--- config.mk ---
export PLATFORM = sky130hd
export DESIGN_NAME = modular_mul_accumulate_reduce_top_flat
export DESIGN_NICKNAME = d
export VERILOG_FILES = /design/src/sv/mmar_pkg.sv /design/src/sv/mmar_req_if.sv /design/src/sv/mmar_rsp_if.sv /design/src/sv/modular_mul_accumulate_reduce_top.sv /design/src/sv/mmar_modadd.sv /design/src/flat_wrapper.sv
export SDC_FILE = /design/constraint.sdc
export NUM_CORES = 1
export LEC_CHECK = 0
export ABC_CLOCK_PERIOD_IN_PS = 9350
export BUFFER_PORTS_ARGS = -buffer_cell sky130_fd_sc_hd__buf_2
export CAP_MARGIN = 20
export CORE_ASPECT_RATIO = 0.8
export CORE_MARGIN = 2
export CORE_UTILIZATION = 30
export CTS_BUF_LIST = sky130_fd_sc_hd__clkbuf_8
export DETAILED_ROUTE_END_ITERATION = 12
export SLEW_MARGIN = 20
export SYNTH_ARGS = -nofsm -noshare
export SYNTH_HDL_FRONTEND = slang
export SYNTH_SLANG_ARGS = --single-unit
--- constraint.sdc ---
create_clock -name clock -period 9.35 [get_ports clock]
set_input_delay 0.4675 -clock clock [delete_from_list [all_inputs] [get_ports clock]]
set_output_delay 0.4675 -clock clock [all_outputs]
set_load 0.05 [all_outputs]
--- src/sv/mmar_pkg.sv ---
// mmar_pkg: shared widths, payload types and sequencer codes for the
// modular multiply-accumulate block; no dependencies, compiled first
package mmar_pkg;

   localparam int DATA_WIDTH = 63;
   localparam int SUM_WIDTH  = DATA_WIDTH + 1;
   localparam int CNT_WIDTH  = $clog2(DATA_WIDTH);
   localparam int COL_WIDTH  = 12;

   typedef struct packed {
      logic [DATA_WIDTH-1:0] lhs;
      logic [DATA_WIDTH-1:0] rhs;
      logic [DATA_WIDTH-1:0] modulus;
      logic [DATA_WIDTH-1:0] prior_value;
      logic [COL_WIDTH-1:0]  dest_column;
      logic                  last_term;
   } req_payload_type;

   typedef struct packed {
      logic [DATA_WIDTH-1:0] value_out;
      logic [COL_WIDTH-1:0]  out_column;
   } rsp_payload_type;

   // result of the shared modular adder
   typedef struct packed {
      logic                  ge;
      logic [DATA_WIDTH-1:0] value;
   } modadd_res_type;

   typedef enum logic [2:0] {
      ST_IDLE,
      ST_CHECK,
      ST_REDUCE,
      ST_DOUBLE,
      ST_ADDX,
      ST_COMBINE
   } state_type;

   // which operand a reduction pass works on
   typedef enum logic [1:0] {
      PH_LHS,
      PH_SUM,
      PH_PRIOR
   } phase_type;

endpackage

--- src/sv/mmar_req_if.sv ---
// mmar_req_if: valid/ready channel carrying one term of a run
// depends on mmar_pkg
interface mmar_req_if;
   import mmar_pkg::*;

   logic            valid;
   logic            ready;
   req_payload_type data;

   modport source (output valid, output data, input ready);
   modport sink   (input valid, input data, output ready);
endinterface

--- src/sv/mmar_rsp_if.sv ---
// mmar_rsp_if: valid/ready channel carrying one finished element value
// depends on mmar_pkg
interface mmar_rsp_if;
   import mmar_pkg::*;

   logic            valid;
   logic            ready;
   rsp_payload_type data;

   modport source (output valid, output data, input ready);
   modport sink   (input valid, input data, output ready);
endinterface

--- src/sv/modular_mul_accumulate_reduce_top.sv ---
// modular_mul_accumulate_reduce_top: sequencer, operand registers and the
// running sum around one shared modular adder
// depends on mmar_pkg, mmar_req_if, mmar_rsp_if and mmar_modadd
//
// usage
//  - req_chan carries one term per transfer: lhs, rhs, modulus, prior_value,
//    dest_column and last_term; a run of terms ends with last_term set
//  - rsp_chan carries one transfer per run: value_out is
//    (prior_value + sum of lhs*rhs) mod modulus, out_column the last tag
//  - req_chan.ready is high only while the sequencer is idle; one term is
//    taken, then worked through bit by bit on the single modular adder
//  - steps after the transfer: a range check per operand, 63 restoring
//    steps for each of lhs, running sum and (last term) prior value not
//    already below the modulus, 63 doubling steps, an add per set bit of rhs
//    and a combine (two on a last term); then back to idle
//  - zero modulus: the term ends at the range check, with a combine after it on a last term, which gives value 0
//  - the result sits in an output register; the next term is taken while it
//    waits, and only the final combine of the next run stalls on it
//  - synchronous reset clears the running sum, the sequencer and rsp valid
module modular_mul_accumulate_reduce_top (
   input  logic         clock,
   input  logic         reset,
   mmar_req_if.sink     req_chan,
   mmar_rsp_if.source   rsp_chan
);
   import mmar_pkg::*;

   state_type state_ff, state_in;
   phase_type phase_ff, phase_in;

   // latched term
   logic [DATA_WIDTH-1:0] lhs_ff, rhs_ff, mod_ff, prior_ff;
   logic [DATA_WIDTH-1:0] lhs_in, rhs_in, mod_in, prior_in;
   logic [COL_WIDTH-1:0]  col_ff, col_in;
   logic                  last_ff, last_in;

   // working registers
   logic [DATA_WIDTH-1:0] acc_ff, acc_in;
   logic [DATA_WIDTH-1:0] rem_ff, rem_in;
   logic [DATA_WIDTH-1:0] sum_ff, sum_in;
   logic [CNT_WIDTH-1:0]  cnt_ff, cnt_in;

   // output register
   logic                  rsp_valid_ff, rsp_valid_in;
   rsp_payload_type       rsp_data_ff, rsp_data_in;

   // shared unit
   logic [DATA_WIDTH-1:0] unit_a, unit_b;
   logic                  unit_cin;
   modadd_res_type        unit_res;

   logic [DATA_WIDTH-1:0] src;
   logic                  mod_zero;
   logic                  cnt_zero;
   logic                  rsp_blocked;
   logic                  red_done;

   mmar_modadd u_modadd (
      .a   (unit_a),
      .b   (unit_b),
      .cin (unit_cin),
      .m   (mod_ff),
      .res (unit_res)
   );

   // operand under reduction
   always_comb begin
      unique case (phase_ff)
         PH_LHS:   src = lhs_ff;
         PH_SUM:   src = sum_ff;
         PH_PRIOR: src = prior_ff;
         default:  src = lhs_ff;
      endcase
   end

   assign mod_zero    = (mod_ff == '0);
   assign cnt_zero    = (cnt_ff == '0);
   assign rsp_blocked = rsp_valid_ff && !rsp_chan.ready;
   // reduction pass finished this cycle (operand already in range or last step)
   assign red_done    = ((state_ff == ST_CHECK) && !mod_zero && !unit_res.ge) ||
                        ((state_ff == ST_REDUCE) && cnt_zero);

   assign req_chan.ready = (state_ff == ST_IDLE);
   assign rsp_chan.valid = rsp_valid_ff;
   assign rsp_chan.data  = rsp_data_ff;

   // shared adder operand selection
   always_comb begin
      unit_a   = '0;
      unit_b   = '0;
      unit_cin = 1'b0;
      unique case (state_ff)
         ST_CHECK: begin
            unit_a = src;
         end
         ST_REDUCE: begin
            unit_a   = rem_ff;
            unit_b   = rem_ff;
            unit_cin = src[cnt_ff];
         end
         ST_DOUBLE: begin
            unit_a = acc_ff;
            unit_b = acc_ff;
         end
         ST_ADDX, ST_COMBINE: begin
            unit_a = acc_ff;
            unit_b = rem_ff;
         end
         default: begin
            unit_a = '0;
         end
      endcase
   end

   // next state
   always_comb begin
      state_in = state_ff;
      unique case (state_ff)
         ST_IDLE: begin
            if (req_chan.valid) state_in = ST_CHECK;
         end
         ST_CHECK: begin
            if (mod_zero) state_in = last_ff ? ST_COMBINE : ST_IDLE;
            else if (unit_res.ge) state_in = ST_REDUCE;
            else state_in = (phase_ff == PH_LHS) ? ST_DOUBLE : ST_COMBINE;
         end
         ST_REDUCE: begin
            if (cnt_zero) state_in = (phase_ff == PH_LHS) ? ST_DOUBLE : ST_COMBINE;
         end
         ST_DOUBLE: begin
            if (rhs_ff[cnt_ff]) state_in = ST_ADDX;
            else if (cnt_zero) state_in = ST_CHECK;
         end
         ST_ADDX: begin
            state_in = cnt_zero ? ST_CHECK : ST_DOUBLE;
         end
         ST_COMBINE: begin
            if (phase_ff == PH_SUM) state_in = last_ff ? ST_CHECK : ST_IDLE;
            else if (!rsp_blocked) state_in = ST_IDLE;
         end
         default: state_in = ST_IDLE;
      endcase
   end

   // datapath and output register updates
   always_comb begin
      phase_in     = phase_ff;
      lhs_in       = lhs_ff;
      rhs_in       = rhs_ff;
      mod_in       = mod_ff;
      prior_in     = prior_ff;
      col_in       = col_ff;
      last_in      = last_ff;
      acc_in       = acc_ff;
      rem_in       = rem_ff;
      sum_in       = sum_ff;
      cnt_in       = cnt_ff;
      rsp_valid_in = rsp_valid_ff && !rsp_chan.ready;
      rsp_data_in  = rsp_data_ff;

      unique case (state_ff)
         ST_IDLE: begin
            if (req_chan.valid) begin
               lhs_in   = req_chan.data.lhs;
               rhs_in   = req_chan.data.rhs;
               mod_in   = req_chan.data.modulus;
               prior_in = req_chan.data.prior_value;
               // column tag space is the full 12-bit field
               col_in   = req_chan.data.dest_column;
               last_in  = req_chan.data.last_term;
               phase_in = PH_LHS;
            end
         end
         ST_CHECK: begin
            if (mod_zero) begin
               // zero modulus: everything collapses to zero
               acc_in   = '0;
               rem_in   = '0;
               sum_in   = '0;
               phase_in = PH_PRIOR;
            end else if (unit_res.ge) begin
               rem_in = '0;
               cnt_in = CNT_WIDTH'(DATA_WIDTH - 1);
            end else begin
               rem_in = src;
            end
         end
         ST_REDUCE: begin
            rem_in = unit_res.value;
            if (cnt_zero == 1'b0) cnt_in = cnt_ff - CNT_WIDTH'(1);
         end
         ST_DOUBLE: begin
            acc_in = unit_res.value;
         end
         ST_ADDX: begin
            acc_in = unit_res.value;
         end
         ST_COMBINE: begin
            if (phase_ff == PH_SUM) begin
               acc_in = unit_res.value;
               if (last_ff) phase_in = PH_PRIOR;
               else sum_in = unit_res.value;
            end else if (!rsp_blocked) begin
               sum_in                 = '0;
               rsp_valid_in           = 1'b1;
               rsp_data_in.value_out  = unit_res.value;
               rsp_data_in.out_column = col_ff;
            end
         end
         default: begin
            acc_in = acc_ff;
         end
      endcase

      // multiply loop setup after the lhs pass
      if (red_done && (phase_ff == PH_LHS)) begin
         acc_in = '0;
         cnt_in = CNT_WIDTH'(DATA_WIDTH - 1);
      end

      // multiply loop bit stepping
      if ((state_ff == ST_DOUBLE && !rhs_ff[cnt_ff]) || state_ff == ST_ADDX) begin
         if (cnt_zero) phase_in = PH_SUM;
         else cnt_in = cnt_ff - CNT_WIDTH'(1);
      end
   end

   always_ff @(posedge clock) begin
      if (reset) begin
         state_ff     <= ST_IDLE;
         phase_ff     <= PH_LHS;
         sum_ff       <= '0;
         cnt_ff       <= '0;
         rsp_valid_ff <= 1'b0;
      end else begin
         state_ff     <= state_in;
         phase_ff     <= phase_in;
         sum_ff       <= sum_in;
         cnt_ff       <= cnt_in;
         rsp_valid_ff <= rsp_valid_in;
      end
   end

   always_ff @(posedge clock) begin
      lhs_ff      <= lhs_in;
      rhs_ff      <= rhs_in;
      mod_ff      <= mod_in;
      prior_ff    <= prior_in;
      col_ff      <= col_in;
      last_ff     <= last_in;
      acc_ff      <= acc_in;
      rem_ff      <= rem_in;
      rsp_data_ff <= rsp_data_in;
   end
endmodule

--- src/sv/mmar_modadd.sv ---
// mmar_modadd: shared modular add step, (a + b + cin) with one conditional
// subtract of m; valid while a + b + cin < 2m. depends on mmar_pkg
module mmar_modadd (
   input  logic [mmar_pkg::DATA_WIDTH-1:0] a,
   input  logic [mmar_pkg::DATA_WIDTH-1:0] b,
   input  logic                            cin,
   input  logic [mmar_pkg::DATA_WIDTH-1:0] m,
   output mmar_pkg::modadd_res_type        res
);
   import mmar_pkg::*;

   logic [SUM_WIDTH-1:0] sum;
   logic [SUM_WIDTH-1:0] diff;

   assign sum  = {1'b0, a} + {1'b0, b} + {{(SUM_WIDTH-1){1'b0}}, cin};
   assign diff = sum - {1'b0, m};

   always_comb begin
      res.ge    = (sum >= {1'b0, m});
      res.value = res.ge ? diff[DATA_WIDTH-1:0] : sum[DATA_WIDTH-1:0];
   end
endmodule
--- src/flat_wrapper.sv ---
// flat-port wrapper written by rule: the top's interface ports become plain ports
module modular_mul_accumulate_reduce_top_flat import mmar_pkg::*;
  (clock, reset, req_chan_valid, req_chan_data, req_chan_ready, rsp_chan_valid, rsp_chan_data, rsp_chan_ready);
  mmar_req_if req_chan_i ();
  mmar_rsp_if rsp_chan_i ();
  input  logic clock;
  input  logic reset;
  input wire logic [$bits(req_chan_i.valid)-1:0] req_chan_valid;
  input wire logic [$bits(req_chan_i.data)-1:0] req_chan_data;
  output wire logic [$bits(req_chan_i.ready)-1:0] req_chan_ready;
  output wire logic [$bits(rsp_chan_i.valid)-1:0] rsp_chan_valid;
  output wire logic [$bits(rsp_chan_i.data)-1:0] rsp_chan_data;
  input wire logic [$bits(rsp_chan_i.ready)-1:0] rsp_chan_ready;
  assign req_chan_i.valid = req_chan_valid;
  assign req_chan_i.data = req_chan_data;
  assign req_chan_ready = req_chan_i.ready;
  assign rsp_chan_valid = rsp_chan_i.valid;
  assign rsp_chan_data = rsp_chan_i.data;
  assign rsp_chan_i.ready = rsp_chan_ready;
  modular_mul_accumulate_reduce_top u_core (.clock(clock), .reset(reset), .req_chan(req_chan_i), .rsp_chan(rsp_chan_i));
endmodule
# Word-level counts from Yosys, hierarchy flattened
# Index checks and enable logic that the tools add are counted.
# word_totals
reg_bits,541
in_bits,269
out_inout_bits,77
word_cells,112
# classes
add_sub_neg,4
n_eq_ne,14
n_mux,48
n_lt_le_gt_ge,2
bitwise,2
n_reduce_logical,27
# op_table
cell,count
two-way mux 63 bit,8
case mux 63 bit (2 select lines),4
case mux 63 bit (3 select lines),2
adder 63 x 63 -> 64 bit,1
adder 64 x 1 -> 64 bit,1
greater-or-equal comparator 64 x 63 -> 1 bit,1
zero test 63 bit,1
subtractor 63 bit,1
two-way mux 6 bit,6
two-way mux 3 bit,10
case mux 3 bit (6 select lines),1
two-way mux 2 bit,7
binary-select mux 1 bit (select 6 bit),2
case mux 6 bit (2 select lines),1
AND reduction 4 bit,2
< comparator 6 x 7 -> 1 bit (second input constant),1
equality test 3 x 2 -> 1 bit (second input constant),2
equality test 3 bit (second input constant),2
logical AND 1 bit,6
zero test 6 bit,1
two-way mux 1 bit,6
!= test 2 x 1 -> 1 bit (second input constant),3
!= test 3 bit (second input constant),2
case mux 2 bit (3 select lines),1
17 further kinds,25

# Depth between registers and ports, before layout
# logic_depth
word_depth,14
mapped_depth,40
depth_no_buf,34

# Hierarchy
# A second synthesis with hierarchy kept.
# hier_totals
cells_unflattened,3120
hier_area_um2,30777.0
# by_module_without_submodules
module,seq_area_each_um2,n_inst,area_per_inst_um2,cells_each
modular_mul_accumulate_reduce_top,14864.3,1,22580.4,1861
mmar_modadd,0.0,1,8196.6,1259

# Least setup slack after synthesis
# OpenSTA, ideal clock, no wires.
# synth_path
path_kind,reg-to-reg
start,register u_core.state_ff[2]
end,"register u_core.col_ff[0], enable pin"
path_slack_ns,0.612
required_time_ns,8.694
period_less_slack_ns,8.738
arrival_ns,8.082
n_path_buf,3
setup_ns,0.656
stages_incl_launch_ff,6
cell_sequence,dfxtp_1 clkbuf_1 clkbuf_1 clkbuf_1 nor3_1 and2_1
# synth_via
elab_chain_len,2
# synth_lines
element,line,rtl
from (decl),modular_mul_accumulate_reduce_top.sv:28,"state_type state_ff, state_in;"
from (signal assigned),modular_mul_accumulate_reduce_top.sv:236,state_ff <= state_in;
zero test 3 bit,--,
net req_chan_ready,flat_wrapper.sv:10,output wire logic [$bits(req_chan_i.ready)-1:0] req_chan_ready;
AND reduction 2 bit (no source line),--,
to (signal assigned),modular_mul_accumulate_reduce_top.sv:249,col_ff <= col_in;
to (decl),modular_mul_accumulate_reduce_top.sv:34,"logic [COL_WIDTH-1:0] col_ff, col_in;"
# The timed path passes the listed nets, and every way through them passes these cells.
# A chain may end at the register's enable or synchronous reset.

==> impl_metrics.json <==
{
  "finalSetupTns_ns": 0,
  "grt_pass1_wl_mm": 176.8,
  "syn-num-nets": 3432,
  "insertion_delay_ns": 0.76,
  "dp_hpwl_mm": 88.69,
  "slowest_delay_ns": 0.52,
  "worstSetupPathType": "reg2reg",
  "p_per_area_nw_per_um2": 388.7,
  "hold_viol_final": 0,
  "fmax_mhz": 112.2,
  "drt.antenna.violating_nets": 0,
  "die_w_um": 361.2,
  "wire_per_inst_um": 23.53,
  "drc": 0,
  "die_y_um": 289.8,
  "clkSinkCount": 541,
  "initial_core_util_pct": 30.37,
  "syn_avg_cell_area_um2": 10.10,
  "boundaryPins": 346,
  "place_congestion": 0.9505,
  "setup_viol": 0,
  "viasPerCell": 5.379,
  "synth-main-ff-cell": "edfxtp_1",
  "p_leak_uw": 0.01580,
  "clk_root_buffer_cell": "clkbuf_8",
  "endpoint_kind": "flop",
  "period_share_pct": 95.36,
  "ys_async_sr_fraction_pct": 0,
  "numCtsBuffers": 94,
  "synth_edf_count": 403,
  "cp-start-kind": "flop",
  "critPathRequiredTime_ns": 9.95,
  "final_nets": 4185,
  "grt_max_degree": 150,
  "fill_cells": 9792,
  "worst-endpoint-arrival_ns": 9.51,
  "cts_tree": "done",
  "routed_wl_mm": 122.3,
  "antenna_found_initial": 16,
  "cpMaxStageDelayCell": "mux4_2",
  "grt_pass1_vias": 27090,
  "min_path_type": "in2reg",
  "r2r_cells": 32,
  "die_area_um2": 104700,
  "power_uw": 15570,
  "htree_levels": 3,
  "syn_inst": 3031,
  "slew_viol_final": 0,
  "skew_ns": 0.05277,
  "netlist_area_um2": 30630,
  "drtIter0Drc": 3375,
  "synth-warning-count": 0,
  "rows": 104,
  "cts_buffer_depth": 3,
  "finalCriticalPeriod_ns": 8.917,
  "rsz0062_at_grt": "no",
  "track_usage_pct": 22.56,
  "ys_types": 83,
  "drt_first_pass_iters": 5,
  "drive_above_1_share_pct": 22.13,
  "route.vias.total": 27950,
  "status": "completed",
  "path_clk_slew_ns": 0.07,
  "cap_violations": 0,
  "hold_depth": 3,
  "critPathMaxFanout": 17,
  "numPortBuffers": 345,
  "maxSlewHeadroom_pct": 23.24,
  "grt-ovfl-total": 0,
  "core_area_um2": 100800,
  "ir_drop_mv": 0.2278,
  "worst_pin_slew_ns": 1.151,
  "synth_seq_cells": 541,
  "area_growth_pct": 30.82,
  "crit_path_frequent_cell": "a21oi_1",
  "ys_seq_area_share_pct": 48.53
}
==> routing by layer <==
layer,up-vias,GRT usage [%],share of wire (%)
met3,198,4.791,9.0
met1,13550,33.42,47
met4,4,7.762,3.3
met5,-,0,0.017
li1,12960,-,-
met2,1247,32.24,41
==> cell usage after synthesis, drive strengths merged, types with 36 or more instances <==
cell type | n | share of area [%]
nand3 | 43 | 0.70
ha | 129 | 5.3
a22o | 97 | 2.8
nor3 | 36 | 0.60
a22oi | 167 | 4.1
xnor2 | 68 | 1.9
a21o | 53 | 1.3
buf | 52 | 0.88
xor2 | 45 | 1.3
a21oi | 211 | 3.5
inv | 119 | 1.5
o21ai | 296 | 4.8
nor2 | 219 | 2.7
nand2 | 333 | 4.1
clkbuf | 139 | 1.7
mux4 | 37 | 2.8
mux2 | 46 | 1.7
dfxtp | 138 | 9.0
edfxtp | 403 | 40
==> path summary, 6_finish.rpt <==
path                                    startpoint                 endpoint  slack [ns]
worst min register to register    u_core.col_ff[1]  u_core.rsp_chan.data[1]        0.40
worst max register to register  u_core.phase_ff[1]        u_core.rem_ff[41]        0.43
worst max-delay path            u_core.phase_ff[1]        u_core.rem_ff[41]        0.43
worst min-delay path                rsp_chan_ready    u_core.rsp_chan.valid        0.08
==> cells in the final DEF, fill, tap and decap left out, types with 50 or more instances in the layout <==
master,n
edfxtp_1,403
buf_2,345
nand2_1,329
dlygate4sd3_1,265
o21ai_0,245
buf_4,224
nor2_1,218
a21oi_1,209
a22oi_1,167
inv_1,144
dfxtp_1,134
ha_1,126
clkbuf_8,109
a22o_1,97
xnor2_1,68
a21o_1,53
o21ai_1,50
==> repair_timing <==
item | 4_1_cts | 5_1_grt
setup endpoints to repair | 0 | 261
hold buffers | 265 | 0
setup buffers | 0 | 2
endpoints found under the hold margin | 265 | 0
resized for setup | 0 | 3
==> critical path: cells and delay by family, from the launching register on <==
kind	cells	cell delay, ns
AND/OR/NAND/NOR	3	0.47
adder cells (fa/ha/maj)	4	1.66
AO/OA/AOI/OAI	16	3.41
multiplexers	3	1.30
flip-flops	1	0.33
XOR/XNOR	2	0.94
buffers and inverters	4	0.64
==> sequential cells by signal, summed over array words and instances, names as in the netlist, 3 cells and up <==
| signal | cells |
|---|---|
| u_core.cnt_ff | 6 |
| u_core.prior_ff | 63 |
| u_core.rhs_ff | 63 |
| u_core.rsp_chan.data | 75 |
| u_core.col_ff | 12 |
| u_core.mod_ff | 63 |
| u_core.acc_ff | 63 |
| u_core.sum_ff | 63 |
| u_core.lhs_ff | 63 |
| u_core.rem_ff | 63 |
| u_core.state_ff | 3 |
==> kinds of logic (layout without fill, tap and decap cells) <==
kind of cell,count (synthesis),count (layout),synth area share (%)
other,0,8,0
and+or+nand+nor,794,794,11.56
AOI/OAI and AO/OA,1038,1038,22.04
muxes,103,103,5.127
adders and majority gates,132,132,5.466
buffers and inverters,310,1143,4.044
xor gates and xnor gates,113,113,3.231
DFF,541,541,48.53
==> per-stage QoR <==
step | worst slack (ns) | cells | area, µm² | utilization (%) | hold slack, ns
detailed placement | 0.1855 | 4746 | 35270 | 34.97 | 0.4062
global placement | 0.2024 | 4746 | 35260 | 34.97 | 0.4004
floorplan | 0.6117 | 3031 | 30630 | - | 0.4003
CTS | 0.1561 | 5187 | 40010 | 39.68 | 0.0004293
global route | 0.06761 | 5196 | 40070 | 39.73 | 0.06819
finish | 0.4334 | 5197 | 40070 | 39.73 | 0.07732
==> final cells by class <==
cell class	count	area, µm²	share of cell area, %
antenna	8	20.02	0.04996
clock buffer	109	1500	3.744
clock inverter	67	591.8	1.477
inverter	119	446.7	1.115
multi-input combinational	2180	14660	36.58
sequential	541	14870	37.11
tap	1325	1658	4.138
timing repair buffer	848	6327	15.79
==> power breakdown <==
part | internal [µW] | switching [µW]
clock network | 1310 | 1120
logic | 3560 | 5810
registers | 3410 | 365
(Power assumes the default switching activity.)
